<file path="config.mk">
export PLATFORM = sky130hd
export DESIGN_NAME = keypad_integer_calculator_top_flat
export DESIGN_NICKNAME = d
export VERILOG_FILES = /design/src/hw/rtl/kic_pkg.sv /design/src/hw/rtl/kic_key_if.sv /design/src/hw/rtl/kic_result_if.sv /design/src/hw/rtl/kic_muldiv.sv /design/src/hw/rtl/kic_dp.sv /design/src/hw/rtl/kic_ctrl.sv /design/src/hw/rtl/keypad_integer_calculator_top.sv /design/src/flat_wrapper.sv
export SDC_FILE = /design/constraint.sdc
export NUM_CORES = 1
export LEC_CHECK = 0
export ABC_AREA = 1
export CORE_ASPECT_RATIO = 1.4
export CORE_MARGIN = 4
export CORE_UTILIZATION = 40
export CTS_CLUSTER_DIAMETER = 60
export DETAILED_ROUTE_END_ITERATION = 8
export DONT_BUFFER_PORTS = 1
export GPL_TIMING_DRIVEN = 0
export SLEW_MARGIN = 15
export SYNTH_ARGS = -nofsm -noshare
export SYNTH_HDL_FRONTEND = slang
export SYNTH_HIERARCHICAL = 1
export SYNTH_SLANG_ARGS = --single-unit
</file>
<file path="constraint.sdc">
create_clock -name clk -period 6.54 [get_ports clk]
set_input_delay 1.308 -clock clk [delete_from_list [all_inputs] [get_ports clk]]
set_output_delay 1.308 -clock clk [all_outputs]
set_load 0.005 [all_outputs]
</file>
<file path="src/hw/rtl/kic_pkg.sv">
// Shared constants, codes and control types of the keypad calculator.
package kic_pkg;

  localparam int DATA_WIDTH_DEF = 32;
  localparam int VALUE_W        = 32;
  localparam int REQ_W          = 3;
  localparam int DIGIT_W        = 4;
  localparam int OPC_W          = 3;
  localparam int ACT_W          = 2;
  localparam logic [DIGIT_W-1:0] DIGIT_MAX = 4'd9;

  typedef enum logic [REQ_W-1:0] {
    REQ_DIGIT       = 3'd0,
    REQ_OPERATOR    = 3'd1,
    REQ_EQUALS      = 3'd2,
    REQ_CLEAR_ENTRY = 3'd3,
    REQ_ALL_CLEAR   = 3'd4
  } req_t;

  typedef enum logic [OPC_W-1:0] {
    OP_NONE = 3'd0,
    OP_ADD  = 3'd1,
    OP_SUB  = 3'd2,
    OP_MUL  = 3'd3,
    OP_DIV  = 3'd4,
    OP_REM  = 3'd5
  } op_t;

  typedef enum logic [ACT_W-1:0] {
    ACT_NONE  = 2'd0,
    ACT_SHOW  = 2'd1,
    ACT_BLANK = 2'd2
  } act_t;

  // controller -> datapath
  typedef struct packed {
    logic key_load;
    logic calc_start;
    logic out_load;
  } cmd_t;

  // datapath -> controller
  typedef struct packed {
    logic need_calc;
    logic calc_done;
  } stat_t;

endpackage

</file>
<file path="src/hw/rtl/kic_key_if.sv">
// Key event channel: valid/ready handshake with the key payload.
interface kic_key_if;
  import kic_pkg::*;

  logic               valid;
  logic               ready;
  logic [REQ_W-1:0]   req_type;
  logic [DIGIT_W-1:0] digit;
  logic [OPC_W-1:0]   operator_code;

  modport source (output valid, output req_type, output digit, output operator_code,
                  input ready);
  modport sink   (input valid, input req_type, input digit, input operator_code,
                  output ready);
endinterface

</file>
<file path="src/hw/rtl/kic_result_if.sv">
// Result channel: valid/ready handshake with the result payload.
interface kic_result_if;
  import kic_pkg::*;

  logic                      valid;
  logic                      ready;
  logic signed [VALUE_W-1:0] value;
  logic [ACT_W-1:0]          display_action;
  logic                      divide_error;

  modport source (output valid, output value, output display_action, output divide_error,
                  input ready);
  modport sink   (input valid, input value, input display_action, input divide_error,
                  output ready);
endinterface

</file>
<file path="src/hw/rtl/kic_muldiv.sv">
// Iterative unit: shift-add multiply or signed restoring divide, one bit per cycle.
module kic_muldiv #(
  parameter int DATA_WIDTH = kic_pkg::DATA_WIDTH_DEF
) (
  input  logic                  clk,
  input  logic                  rst,
  input  logic                  start,
  input  logic                  op_mul,
  input  logic                  op_rem,
  input  logic [DATA_WIDTH-1:0] a,
  input  logic [DATA_WIDTH-1:0] b,
  output logic                  done,
  output logic [DATA_WIDTH-1:0] res
);
  import kic_pkg::*;

  localparam int CNT_W = $clog2(DATA_WIDTH);
  localparam logic [CNT_W-1:0] LAST_STEP = CNT_W'(DATA_WIDTH - 1);

  logic                  busy;
  logic [CNT_W-1:0]      cnt;
  logic                  is_mul;
  logic                  want_rem;
  logic                  neg_q;
  logic                  neg_r;
  logic [DATA_WIDTH-1:0] sh;   // multiplicand / dividend-quotient shift reg
  logic [DATA_WIDTH-1:0] opb;  // multiplier / divisor magnitude
  logic [DATA_WIDTH-1:0] acc;  // product / partial remainder

  logic [DATA_WIDTH-1:0] mag_a;
  logic [DATA_WIDTH-1:0] mag_b;
  logic [DATA_WIDTH:0]   shifted;
  logic [DATA_WIDTH:0]   trial;

  assign mag_a   = a[DATA_WIDTH-1] ? (~a + 1'b1) : a;
  assign mag_b   = b[DATA_WIDTH-1] ? (~b + 1'b1) : b;
  assign shifted = {acc, sh[DATA_WIDTH-1]};
  assign trial   = shifted - {1'b0, opb};

  always_ff @(posedge clk) begin
    if (rst) begin
      busy <= 1'b0;
      done <= 1'b0;
      cnt  <= '0;
    end else begin
      done <= 1'b0;
      if (start) begin
        busy     <= 1'b1;
        cnt      <= '0;
        is_mul   <= op_mul;
        want_rem <= op_rem;
        acc      <= '0;
        if (op_mul) begin
          sh  <= a;
          opb <= b;
        end else begin
          sh    <= mag_a;
          opb   <= mag_b;
          neg_q <= a[DATA_WIDTH-1] ^ b[DATA_WIDTH-1];
          neg_r <= a[DATA_WIDTH-1];
        end
      end else if (busy) begin
        if (is_mul) begin
          if (opb[0]) begin
            acc <= acc + sh;
          end
          sh  <= sh << 1;
          opb <= opb >> 1;
        end else begin
          // remainder stays below the divisor, so it fits in DATA_WIDTH bits
          if (!trial[DATA_WIDTH]) begin
            acc <= trial[DATA_WIDTH-1:0];
          end else begin
            acc <= shifted[DATA_WIDTH-1:0];
          end
          sh <= {sh[DATA_WIDTH-2:0], ~trial[DATA_WIDTH]};
        end
        cnt <= cnt + 1'b1;
        if (cnt == LAST_STEP) begin
          busy <= 1'b0;
          done <= 1'b1;
        end
      end
    end
  end

  always_comb begin
    if (is_mul) begin
      res = acc;
    end else if (want_rem) begin
      res = neg_r ? (~acc + 1'b1) : acc;
    end else begin
      res = neg_q ? (~sh + 1'b1) : sh;
    end
  end

endmodule

</file>
<file path="src/hw/rtl/kic_dp.sv">
// Datapath: operand, operator and result registers, key decode and output register.
module kic_dp #(
  parameter int DATA_WIDTH = kic_pkg::DATA_WIDTH_DEF
) (
  input  logic                               clk,
  input  logic                               rst,
  input  kic_pkg::cmd_t                      cmd,
  output kic_pkg::stat_t                     stat,
  input  logic [kic_pkg::REQ_W-1:0]          req_type,
  input  logic [kic_pkg::DIGIT_W-1:0]        digit,
  input  logic [kic_pkg::OPC_W-1:0]          operator_code,
  output logic signed [kic_pkg::VALUE_W-1:0] value,
  output logic [kic_pkg::ACT_W-1:0]          display_action,
  output logic                               divide_error
);
  import kic_pkg::*;

  logic [DATA_WIDTH-1:0] first_operand;
  logic [DATA_WIDTH-1:0] second_operand;
  logic [DATA_WIDTH-1:0] last_result;
  op_t                   pending_operator;
  logic                  operator_seen;
  act_t                  act;
  logic                  err;

  logic [DATA_WIDTH-1:0] entry;
  logic [DATA_WIDTH-1:0] entry_next;
  logic                  div_zero;
  logic [DATA_WIDTH-1:0] calc_res;
  logic                  need_calc;
  logic                  calc_done;

  assign entry      = operator_seen ? second_operand : first_operand;
  // x * 10 + digit
  assign entry_next = (entry << 3) + (entry << 1) + DATA_WIDTH'(digit);
  assign div_zero   = (second_operand == '0);
  assign stat       = {need_calc, calc_done};

  always_comb begin
    need_calc = 1'b0;
    if (req_t'(req_type) == REQ_EQUALS) begin
      case (pending_operator)
        OP_MUL:         need_calc = 1'b1;
        OP_DIV, OP_REM: need_calc = !div_zero;
        default:        need_calc = 1'b0;
      endcase
    end
  end

  kic_muldiv #(.DATA_WIDTH(DATA_WIDTH)) u_muldiv (
    .clk    (clk),
    .rst    (rst),
    .start  (cmd.calc_start),
    .op_mul (pending_operator == OP_MUL),
    .op_rem (pending_operator == OP_REM),
    .a      (first_operand),
    .b      (second_operand),
    .done   (calc_done),
    .res    (calc_res)
  );

  always_ff @(posedge clk) begin
    if (rst) begin
      first_operand    <= '0;
      second_operand   <= '0;
      last_result      <= '0;
      pending_operator <= OP_NONE;
      operator_seen    <= 1'b0;
      act              <= ACT_NONE;
      err              <= 1'b0;
    end else if (calc_done) begin
      last_result <= calc_res;
    end else if (cmd.key_load) begin
      act <= ACT_NONE;
      err <= 1'b0;
      case (req_t'(req_type))
        REQ_DIGIT: begin
          if (digit <= DIGIT_MAX) begin
            if (operator_seen) begin
              second_operand <= entry_next;
            end else begin
              first_operand <= entry_next;
            end
          end
        end
        REQ_OPERATOR: begin
          if (operator_code inside {[OP_ADD:OP_REM]}) begin
            pending_operator <= op_t'(operator_code);
            operator_seen    <= 1'b1;
          end
        end
        REQ_EQUALS: begin
          act <= ACT_SHOW;
          case (pending_operator)
            OP_ADD:         last_result <= first_operand + second_operand;
            OP_SUB:         last_result <= first_operand - second_operand;
            OP_DIV, OP_REM: err <= div_zero;
            default:        ;
          endcase
        end
        REQ_CLEAR_ENTRY: begin
          first_operand    <= '0;
          second_operand   <= '0;
          pending_operator <= OP_NONE;
          operator_seen    <= 1'b0;
          act              <= ACT_SHOW;
        end
        REQ_ALL_CLEAR: begin
          first_operand    <= '0;
          second_operand   <= '0;
          last_result      <= '0;
          pending_operator <= OP_NONE;
          operator_seen    <= 1'b0;
          act              <= ACT_BLANK;
        end
        default: ;
      endcase
    end
  end

  // output register; the size cast sign-extends or truncates to the port width
  always_ff @(posedge clk) begin
    if (cmd.out_load) begin
      value          <= VALUE_W'($signed(last_result));
      display_action <= act;
      divide_error   <= err;
    end
  end

endmodule

</file>
<file path="src/hw/rtl/kic_ctrl.sv">
// Controller: sequences key decode, the iterative unit and the result register.
module kic_ctrl (
  input  logic           clk,
  input  logic           rst,
  input  logic           key_valid,
  output logic           key_ready,
  output logic           res_valid,
  input  logic           res_ready,
  input  kic_pkg::stat_t stat,
  output kic_pkg::cmd_t  cmd
);
  import kic_pkg::*;

  typedef enum logic [1:0] {
    ST_IDLE,
    ST_CALC,
    ST_EMIT
  } state_t;

  state_t state;
  logic   out_free;
  logic   key_load;
  logic   calc_start;
  logic   out_load;

  assign key_ready  = (state == ST_IDLE);
  assign out_free   = !res_valid || res_ready;
  assign key_load   = key_ready && key_valid;
  assign calc_start = key_load && stat.need_calc;
  assign out_load   = (state == ST_EMIT) && out_free;
  assign cmd        = {key_load, calc_start, out_load};

  always_ff @(posedge clk) begin
    if (rst) begin
      state     <= ST_IDLE;
      res_valid <= 1'b0;
    end else begin
      if (out_load) begin
        res_valid <= 1'b1;
      end else if (res_ready) begin
        res_valid <= 1'b0;
      end
      case (state)
        ST_IDLE: begin
          if (key_load) begin
            state <= stat.need_calc ? ST_CALC : ST_EMIT;
          end
        end
        ST_CALC: begin
          if (stat.calc_done) begin
            state <= ST_EMIT;
          end
        end
        ST_EMIT: begin
          if (out_free) begin
            state <= ST_IDLE;
          end
        end
        default: state <= ST_IDLE;
      endcase
    end
  end

endmodule

</file>
<file path="src/hw/rtl/keypad_integer_calculator_top.sv">
// Top level of the keypad integer calculator: controller, datapath and checks.
//
// One key event in, one result item out. Keys are taken one at a time. Digits,
// operators, clears, and equals with add, subtract, no operator or a zero
// divisor pass from acceptance through the emit state back to idle; equals
// with multiply, divide or remainder first waits in the calc state for the
// shared multiply/divide unit, which resolves one bit per cycle. The
// result sits in an output register, so a key can be accepted while the
// previous result is still waiting to be taken. Results are DATA_WIDTH-bit
// two's complement, sign-extended or truncated to 32 bits on the value port.
module keypad_integer_calculator_top #(
  parameter int DATA_WIDTH = kic_pkg::DATA_WIDTH_DEF
) (
  input  logic         clk,
  input  logic         rst,
  kic_key_if.sink      key,
  kic_result_if.source result
);
  import kic_pkg::*;

  cmd_t  cmd;
  stat_t stat;

  kic_ctrl u_ctrl (
    .clk       (clk),
    .rst       (rst),
    .key_valid (key.valid),
    .key_ready (key.ready),
    .res_valid (result.valid),
    .res_ready (result.ready),
    .stat      (stat),
    .cmd       (cmd)
  );

  kic_dp #(.DATA_WIDTH(DATA_WIDTH)) u_dp (
    .clk            (clk),
    .rst            (rst),
    .cmd            (cmd),
    .stat           (stat),
    .req_type       (key.req_type),
    .digit          (key.digit),
    .operator_code  (key.operator_code),
    .value          (result.value),
    .display_action (result.display_action),
    .divide_error   (result.divide_error)
  );

  // one key in flight at a time
  assert property (@(posedge clk) disable iff (rst)
    key.valid && key.ready |=> !key.ready)
    else $error("key accepted while previous item still in work");

  // the iterative unit never finishes right after being started
  assert property (@(posedge clk) disable iff (rst)
    cmd.calc_start |=> !stat.calc_done)
    else $error("multiply/divide finished too early");

  // a divide error only comes with an equals, which shows the value
  assert property (@(posedge clk) disable iff (rst)
    result.valid && result.divide_error |-> result.display_action == ACT_SHOW)
    else $error("divide error on a non-equals item");

  // all clear blanks the display with a zero result
  assert property (@(posedge clk) disable iff (rst)
    result.valid && result.display_action == ACT_BLANK |-> result.value == '0)
    else $error("all clear left a nonzero result");

endmodule

</file>
<file path="src/flat_wrapper.sv">
// flat-port wrapper written by rule: the top's interface ports become plain ports
module keypad_integer_calculator_top_flat import kic_pkg::*;
#(
  parameter int DATA_WIDTH = kic_pkg::DATA_WIDTH_DEF
)
  (clk, rst, key_valid, key_req_type, key_digit, key_operator_code, key_ready, result_valid, result_value, result_display_action, result_divide_error, result_ready);
  kic_key_if key_i ();
  kic_result_if result_i ();
  input  logic clk;
  input  logic rst;
  input wire logic [$bits(key_i.valid)-1:0] key_valid;
  input wire logic [$bits(key_i.req_type)-1:0] key_req_type;
  input wire logic [$bits(key_i.digit)-1:0] key_digit;
  input wire logic [$bits(key_i.operator_code)-1:0] key_operator_code;
  output wire logic [$bits(key_i.ready)-1:0] key_ready;
  output wire logic [$bits(result_i.valid)-1:0] result_valid;
  output wire logic [$bits(result_i.value)-1:0] result_value;
  output wire logic [$bits(result_i.display_action)-1:0] result_display_action;
  output wire logic [$bits(result_i.divide_error)-1:0] result_divide_error;
  input wire logic [$bits(result_i.ready)-1:0] result_ready;
  assign key_i.valid = key_valid;
  assign key_i.req_type = key_req_type;
  assign key_i.digit = key_digit;
  assign key_i.operator_code = key_operator_code;
  assign key_ready = key_i.ready;
  assign result_valid = result_i.valid;
  assign result_value = result_i.value;
  assign result_display_action = result_i.display_action;
  assign result_divide_error = result_i.divide_error;
  assign result_i.ready = result_ready;
  keypad_integer_calculator_top #(.DATA_WIDTH(DATA_WIDTH)) u_core (.clk(clk), .rst(rst), .key(key_i), .result(result_i));
endmodule
</file>
Word-level counts from Yosys, hierarchy flattened
Cells that the tools add are included.
- register bits: 248
- word-level logic and storage cells: 149
- bits of input ports: 14
- eq/ne operators: 21
- reduce and logical (&&, ||, !) cells: 33
- mux-type cells: 49
- bitwise gates (word level): 10
- $lt $le $gt $ge: 3
- $add $sub $neg: 11
- operator list (cell ; number):
    2-to-1 mux 32 bit ; 23
    case mux 32 bit (2 select lines) ; 4
    adder 32 x 1 -> 32 bit (second input constant) ; 4
    NOT 32 bit ; 4
    adder 32 bit ; 3
    subtractor 33 x 32 -> 33 bit ; 1
    adder 32 x 4 -> 32 bit ; 1
    logical NOT 32 bit ; 1
    subtractor 32 bit ; 1
    2-to-1 mux 31 bit ; 1
    AND reduction 3 bit ; 5
    == test 3 x 2 -> 1 bit (second input constant) ; 4
    inequality test 2 bit (second input constant) ; 6
    nonzero test 2 bit ; 6
    2-to-1 mux 1 bit ; 11
    AND reduction 5 bit ; 2
    == test 3 bit (second input constant) ; 3
    2-to-1 mux 2 bit ; 4
    OR reduction 2 bit ; 4
    == test 3 x 1 -> 1 bit (second input constant) ; 2
    case mux 2 bit (3 select lines) ; 1
    case mux 3 bit (2 select lines) ; 1
    AND reduction 2 bit ; 3
    adder 5 x 1 -> 5 bit (second input constant) ; 1
    22 further kinds ; 31

Longest topological paths before layout
Gate-level depths: netlist of the first run.
- depth after elaboration: 7
- mapped depth: 24

By module
Netlist of the first run, hierarchy kept.
- by module, submodules not included (module ; times used ; cells an instance ; area each (µm²)):
    kic_muldiv ; 1 ; 2258 ; 13490.4
    kic_dp ; 1 ; 1721 ; 11167.0
    kic_ctrl ; 1 ; 27 ; 187.7

Least setup slack after synthesis of the first run
Ideal clock, no wire load.
- path type: input -> register
- start: input key_req_type[1]
- end: register u_core.u_dp.u_muldiv.acc[0], enable pin
- buffers on the path: 5
- setup time: 0.422 ns
- required time: 6.118 ns
- path slack: 1.997 ns
- arrival time: 4.121 ns
- cell stages on the path: 15
- cell sequence: inv_2 > nor2_2 > nand2_1 > nor2_1 > buf_4 > nand3_2 > inv_1 > buf_4 > clkbuf_1 > inv_1 > clkbuf_1 > clkbuf_1 > nand2_1 > nor2_1 > nor2_1
- word-level cells in the longest chain between the ends: 5
- elaborated cells between the ends (all ways): 6
- RTL lines (what ; RTL line ; text):
    start, declared ; flat_wrapper.sv:12 ; input wire logic [$bits(key_i.req_type)-1:0] key_req_type;
    == test 3 x 2 -> 1 bit (*) ; kic_dp.sv:41 ; if (req_t'(req_type) == REQ_EQUALS) begin
    2-to-1 mux 1 bit (*) ; kic_dp.sv:41 ;
    via u_core.u_dp.need_calc ; kic_dp.sv:30 ; logic need_calc;
    logical AND 1 bit (*) ; kic_ctrl.sv:29 ; assign calc_start = key_load && stat.need_calc;
    via u_core.u_ctrl.calc_start ; kic_ctrl.sv:23 ; logic calc_start;
    inequality test 3 x 2 -> 1 bit (no source line) / nonzero test 2 bit (equally long branches) ; -- ;
    AND reduction 3 bit (no source line) (*) ; -- ;
    end signal, assigned ; kic_muldiv.sv:65 ; acc <= acc + sh;
    end signal, assigned ; kic_muldiv.sv:72 ; acc <= trial[DATA_WIDTH-1:0];
    end signal, assigned ; kic_muldiv.sv:74 ; acc <= shifted[DATA_WIDTH-1:0];
    end, declared ; kic_muldiv.sv:28 ; logic [DATA_WIDTH-1:0] acc;
Mark *: on every way through the listed nets, which the timed path passes. The rest lies on a longest branch.
A chain may end at the register's enable or synchronous reset.

Worst setup path after layout of the first run
- start: register u_core.u_dp.second_operand[29]
- end: register u_core.u_dp.u_muldiv.sh[5], enable pin
- word-level cells in the longest chain between the ends: 7
- RTL lines (what ; RTL line ; text):
    start, declared ; kic_dp.sv:19 ; logic [DATA_WIDTH-1:0] second_operand;
    start signal, assigned ; kic_dp.sv:80 ; second_operand <= entry_next;
    logical NOT 32 bit ; kic_dp.sv:36 ; assign div_zero = (second_operand == '0);
    logical NOT 1 bit ; kic_dp.sv:44 ; OP_DIV, OP_REM: need_calc = !div_zero;
    case mux 1 bit (2 select lines) ; kic_dp.sv:42 ; case (pending_operator)
    2-to-1 mux 1 bit ; kic_dp.sv:41 ;
    via u_core.u_dp.need_calc ; kic_dp.sv:30 ;
    logical AND 1 bit ; kic_ctrl.sv:29 ;
    via u_core.u_ctrl.calc_start ; kic_ctrl.sv:23 ;
    nonzero test 2 bit (no source line) ; -- ;
    AND reduction 2 bit (no source line) ; -- ;
    end signal, assigned ; kic_muldiv.sv:57 ; sh <= mag_a;
    end signal, assigned ; kic_muldiv.sv:67 ; sh <= sh << 1;
    end signal, assigned ; kic_muldiv.sv:76 ; sh <= {sh[DATA_WIDTH-2:0], ~trial[DATA_WIDTH]};
    end, declared ; kic_muldiv.sv:26 ; logic [DATA_WIDTH-1:0] sh;
The timed path passes the listed nets, and every way through them passes these cells.

==> results of run 1 <==
==> metrics by stage <==
| stage | instance area, µm² | instances |
|---|---|---|
| after floorplan | 24800 | 4006 |
| after global placement | 25900 | 4823 |
| after detailed placement | 25900 | 4825 |
| after CTS | 26800 | 4876 |
| after global routing | 26800 | 4876 |
| final | 26800 | 4877 |
==> Yosys cell counts, types with 7 or more instances <==
library cell	n	area share, %
dfxtp_1	113	9.1
a21oi_1	315	6.3
nand2_2	16	0.40
buf_1	8	0.12
buf_2	16	0.32
a31oi_1	15	0.38
o21ai_1	97	2.0
edfxtp_1	135	16
xor2_1	80	2.8
nand3b_1	23	0.69
nor4_1	10	0.25
o21bai_1	12	0.36
nand3_2	27	1.1
o211ai_1	7	0.21
nand4_1	45	1.1
nor3_1	58	1.2
nor2_1	343	5.2
buf_6	15	0.68
o31ai_1	7	0.21
clkbuf_1	58	0.88
ha_1	159	8.0
o21ai_0	228	4.6
inv_1	582	8.8
or2_2	11	0.28
inv_2	20	0.30
o21a_1	11	0.33
nand3_1	285	5.7
nor2_2	16	0.40
xnor2_1	24	0.85
a21o_1	8	0.24
buf_4	13	0.39
nor3_2	7	0.28
nand2_1	1176	18
==> metal layers <==
| metal | routed length [µm] | vias to the layer above |
|---|---|---|
| met4 | 7760 | 0 |
| li1 | - | 13100 |
| met5 | 0 | - |
| met2 | 48900 | 947 |
| met1 | 38300 | 12300 |
| met3 | 5540 | 315 |
==> state kept, by name (all words and copies together) (netlist names), 2 cells and up <==
register	count
u_core/u_dp/first_operand	32
u_core/u_dp/last_result	32
u_core/u_dp/second_operand	32
u_core/u_dp/u_muldiv/acc	32
u_core/u_dp/u_muldiv/opb	32
u_core/u_dp/u_muldiv/sh	32
u_core/u_dp/value	32
u_core/u_dp/u_muldiv/cnt	5
u_core/u_dp/pending_operator	3
u_core/u_ctrl/state	2
u_core/u_dp/act	2
u_core/u_dp/display_action	2
==> worst max-delay path: cells and delay by family (launching register included) <==
family,cells,cell delay (ns)
buffers and inverters,6,2.03
and+or+nand+nor,8,1.48
AOI/OAI and AO/OA,1,1.00
DFF,1,0.42
==> cell type report <==
| class | count | area, µm² |
|---|---|---|
| Antenna cell | 1 | 2.50 |
| Clock inverter | 12 | 103 |
| Inverter | 608 | 2290 |
| Timing Repair Buffer | 2 | 47.5 |
| Multi-Input combinational cell | 3038 | 15600 |
| Fill cell | 6789 | 34400 |
| Tap cell | 817 | 1020 |
| Sequential cell | 248 | 6320 |
| Clock buffer | 39 | 772 |
| Buffer | 112 | 614 |
==> final timing paths <==
kind,startpoint,cells past startpoint,end
worst max-delay path,u_core/u_dp/second_operand[29],15,u_core/u_dp/u_muldiv/sh[5]
worst max register to register,u_core/u_dp/second_operand[29],15,u_core/u_dp/u_muldiv/sh[5]
worst min register to register,u_core/u_dp/last_result[24],0,u_core/u_dp/value[24]
worst min-delay path,u_core/u_dp/last_result[24],0,u_core/u_dp/value[24]
==> kinds of logic (layout without fill, tap and decap cells) <==
group	after synthesis	in the layout	synth area share [%]
AO/OA/AOI/OAI	726	726	15.5
XOR/XNOR	104	104	3.67
adder cells (fa/ha/maj)	164	164	8.41
buffers and inverters	720	773	11.7
flip-flops	248	248	25.4
other	0	1	0
AND/OR/NAND/NOR	2044	2044	35.3
==> power groups by stage <==
stage	logic [mW]	registers [mW]	clock network, mW
2_1_floorplan	0.844	1.76	0
3_3_place_gp	1.23	1.81	0
3_5_place_dp	1.23	1.81	0
4_1_cts	1.24	1.78	1.54
5_1_grt	1.39	1.79	1.61
6_report	1.26	1.78	1.52
==> layout by cell type, fill, tap and decap left out, types with 66 or more instances in the layout <==
cell type,instances
a21oi_1,315
dfxtp_1,113
o21ai_1,98
nand2_1,1176
edfxtp_1,135
nand3_1,285
inv_1,581
o21ai_0,227
clkbuf_1,66
ha_1,159
nor2_1,341
xor2_1,80
==> flow_summary.json, run 1 <==
{
  "wl_per_cell_um": 20.6,
  "max_freq_ghz": 0.179,
  "regToRegSetupSlack_ns": 0.95,
  "postSynthCellCount": 4006,
  "worst_slew_pin_slew_ns": 1.16,
  "dr_total_vias": 26600,
  "port_buffers": 0,
  "critPathRequiredTime_ns": 6.49,
  "die_x_um": 219,
  "path_clk_slew_ns": 0.06,
  "slew_headroom_pct": 22.2,
  "p_switching_mw": 1.63,
  "postCtsResizedCells": 0,
  "drt_iter0_drc": 2204,
  "coreArea_um2": 61200,
  "grt_max_degree": 36,
  "syn_area_per_cell_um2": 6.20,
  "antenna_found_initial": 0,
  "drc_errors": 0,
  "swShare_pct": 35.7,
  "htree_num_levels": 1,
  "cp.arrival_ns": 5.54,
  "seq_area_frac_synth_pct": 25.4,
  "synthesis.nets": 4184,
  "grt.met2_usage_pct": 52.9,
  "p_seq_share_pct": 39.1,
  "synth.distinct_cells": 59,
  "cpPeakStageDelay_ns": 1.24,
  "dp_hpwl_um": 83800,
  "start_util_pct": 40.6,
  "via_per_inst": 5.46,
  "cts_setup_buffers": 0,
  "synth-edff-count": 135,
  "clkSinkCount": 248,
  "finalClockSkew_ns": 0.0118,
  "cp_slowest_cell": "clkinv_1",
  "status": "completed",
  "clkLatencyLatePin_ns": 0.57,
  "use_met3_pct": 3.51,
  "rsz0062_at_grt": "false",
  "cts_tree": "done",
  "period_needed_ns": 5.59,
  "path_common_cell": "nor2_1",
  "grt_pass1_vias": 25800,
  "total_power_mw": 4.56,
  "die_h_um": 303,
  "timing.hold.ws_ns": 0.431,
  "cts_root_buffer": "clkbuf_16",
  "finalSetupViolCount": 0,
  "final_nets": 4216,
  "fin_crit_sh_pct": 85.4,
  "use_met1_pct": 33.8,
  "yosysWarnings": 6,
  "drive_above_1_share_pct": 5.17,
  "max-cap-violations": 0,
  "ir_drop_mv": 0.197,
  "ant_nets": 0,
  "drtPass1Iterations": 8,
  "cts_max_path_buffers": 3,
  "power_frac_clock_pct": 33.3,
  "grt-busiest-layer": "met2",
  "critPathKind": "flop to flop",
  "leakage_nw": 13.4,
  "fin_tns_setup_ns": 0,
  "final.setup.worst_slack_ns": 0.954,
  "postLayoutCoreUtil_pct": 43.8,
  "synth-main-ff-cell": "edfxtp_1",
  "post-place-ws_ns": 1.44,
  "drv_slew": 0,
  "startpoint_type": "flop",
  "cts_made_buffers": 28,
  "path_cells": "nor2_1 -> inv_1 -> nor4_1 -> nand2_1 -> nor2_1 -> nor3_1 -> nor2_1 -> nor2_1 -> buf_4 -> nand3_2 -> inv_1 -> buf_4 -> clkbuf_1 -> o21ai_1 -> clkinv_1",
  "routed_wl_um": 100000,
  "holdBufCountCts": 0,
  "synth-async-reset-ratio_pct": 0,
  "grt_overflow": 0,
  "hold_violations": 0,
  "rows": 107,
  "hp-class": "flop to flop",
  "design.die.area_um2": 66200,
  "area_growth_pct": 7.92,
  "io_pins": 51,
  "power.density_nw_per_um2": 170,
  "p_int_mw": 2.94,
  "grt_use_total_pct": 29.8,
  "p_comb_share_pct": 27.6,
  "ys_ff_latch": 248,
  "grt_pass1_wl_um": 152000,
  "crit_fanout": 32,
  "place_congestion": 1.08,
  "synth_area_um2": 24800,
  "endpoint_kind": "flop"
}
Power figures use the tool's default switching activity.
==> inputs of run 2 (changes only) <==
- PLACE_DENSITY: not set -> 0.61
==> flow_summary.json, run 2 (synthesized netlist as in run 1, its figures left out) <==
{
  "post-place-ws_ns": 1.50,
  "timing.hold.ws_ns": 0.441,
  "drv_slew": 0,
  "hp-class": "flop to flop",
  "max-cap-violations": 0,
  "min_delay_path_depth": 0,
  "coreArea_um2": 61200,
  "r2r-end": "u_core/u_dp/u_muldiv/acc[22]",
  "cts_root_buffer": "clkbuf_16",
  "final_cell_area_um2": 26900,
  "cp.arrival_ns": 5.32,
  "clkLatencyLatePin_ns": 0.57,
  "max_freq_ghz": 0.199,
  "status": "completed",
  "reg2reg_from": "u_core/u_dp/second_operand[25]",
  "n_antenna_cell": 0,
  "ir_drop_mv": 0.193,
  "critPathRequiredTime_ns": 6.84,
  "startpoint_type": "flop",
  "wl_per_cell_um": 20.3,
  "p_seq_share_pct": 38.2,
  "die_h_um": 303,
  "ant_nets": 0,
  "finalSetupViolCount": 0,
  "reg2reg_depth": 20,
  "period_needed_ns": 5.02,
  "most-common-layout-cells": "nand2_1, inv_1, nor2_1, a21oi_1, nand3_1",
  "dp_hpwl_um": 82300,
  "hold_violations": 0,
  "rows": 107,
  "p_int_mw": 3.00,
  "holdBufCountCts": 0,
  "io_pins": 51,
  "rsz0062_at_grt": "false",
  "drive_above_1_share_pct": 5.47,
  "postLayoutCoreUtil_pct": 43.9,
  "grt_overflow": 0,
  "swShare_pct": 35.7,
  "slew_headroom_pct": 33.6,
  "place_area_um2": 25900,
  "via_per_inst": 5.43,
  "htree_num_levels": 1,
  "cts_setup_buffers": 0,
  "grt_pass1_wl_um": 148000,
  "cts_made_buffers": 29,
  "grt_max_degree": 36,
  "die_x_um": 219,
  "p_switching_mw": 1.67,
  "clkSinkCount": 248,
  "fin_tns_setup_ns": 0,
  "drc_errors": 0,
  "routed_wl_um": 99000,
  "path_clk_slew_ns": 0.06,
  "final_nets": 4217,
  "power.density_nw_per_um2": 174,
  "design.die.area_um2": 66200,
  "place_congestion": 1.05,
  "antenna_found_initial": 1,
  "endpoint_kind": "flop",
  "postCtsResizedCells": 0,
  "p_comb_share_pct": 27.1,
  "critPathKind": "flop to flop",
  "crit_fanout": 24,
  "total_power_mw": 4.67,
  "area_growth_pct": 8.19,
  "cts_max_path_buffers": 3,
  "cts_tree": "done",
  "fin_crit_sh_pct": 76.7,
  "regToRegSetupSlack_ns": 1.52,
  "start_util_pct": 40.6,
  "grt_pass1_vias": 25400,
  "min_to": "u_core/u_dp/value[18]",
  "final.setup.worst_slack_ns": 1.52,
  "nFillCells": 6776,
  "finalClockSkew_ns": 0.0237,
  "hp-start": "u_core/u_dp/last_result[18]",
  "drtPass1Iterations": 8,
  "drt_iter0_drc": 2574,
  "dp.cells": 4825,
  "final_cell_count_no_fill": 4878,
  "grt_use_total_pct": 29.1,
  "dr_total_vias": 26500,
  "worst_slew_pin_slew_ns": 0.986,
  "port_buffers": 0,
  "final_common_cell": "nand2_1",
  "power_frac_clock_pct": 34.7,
  "leakage_nw": 13.4
}
run 2: cell type report:
cell class              instances  area (µm²)  area share [%]
plain buffers                 112         614            2.29
clock buffers                  36         813            3.03
clock inverters                17         133           0.493
inverters                     608        2290            8.52
multi-input cells            3038       15600            58.2
flip-flops and latches        248        6320            23.5
well taps                     817        1020            3.80
repair buffers                  2        47.5           0.177
run 2: worst max-delay path, cell delays in order (launching register included):
cell and delay (ns):
dfxtp_1 0.38, nor2_1 0.30, nand2_1 0.13, nor4_1 0.19
nand2_1 0.17, nor2_1 0.34, nor3_1 0.09, nor2_1 0.10
nor2_1 0.07, buf_4 0.14, nand3_2 0.08, inv_1 0.04
buf_4 0.11, clkbuf_1 0.40, inv_1 0.21, clkbuf_1 0.65
clkbuf_1 0.57, nand2_1 0.16, nor2_1 0.21, nor2_4 0.12
buf_16 0.24
run 2: worst max path at each step:
stage	start	slack, ns	endpoint
after floorplan	key_req_type[1]	2.00	u_core/u_dp/u_muldiv/acc[0]
after global placement	key_req_type[1]	-0.06	u_core/u_dp/u_muldiv/acc[28]
after detailed placement	key_req_type[1]	1.50	u_core/u_dp/u_muldiv/acc[28]
after CTS	u_core/u_dp/second_operand[25]	1.52	u_core/u_dp/u_muldiv/acc[27]
after global routing	u_core/u_dp/second_operand[25]	1.20	u_core/u_dp/u_muldiv/acc[27]
final	u_core/u_dp/second_operand[25]	1.52	u_core/u_dp/u_muldiv/acc[22]
run 2: routing by layer:
metal	share of wire (%)	up-vias	wire (µm)	track usage [%]
met5	0	-	0	0
met4	7.5	0	7400	18.2
met3	5.7	297	5660	2.74
met2	48	995	47900	51.4
met1	38	12100	38000	33.8
li1	-	13100	-	-
run 2: power groups by stage:
stage               clock [mW]  combinational (mW)  sequential, mW
floorplan                    0               0.844            1.76
global placement             0                1.22            1.81
detailed placement           0                1.23            1.81
CTS                       1.65                1.23            1.78
global route              1.72                1.38            1.78
finish                    1.62                1.26            1.78
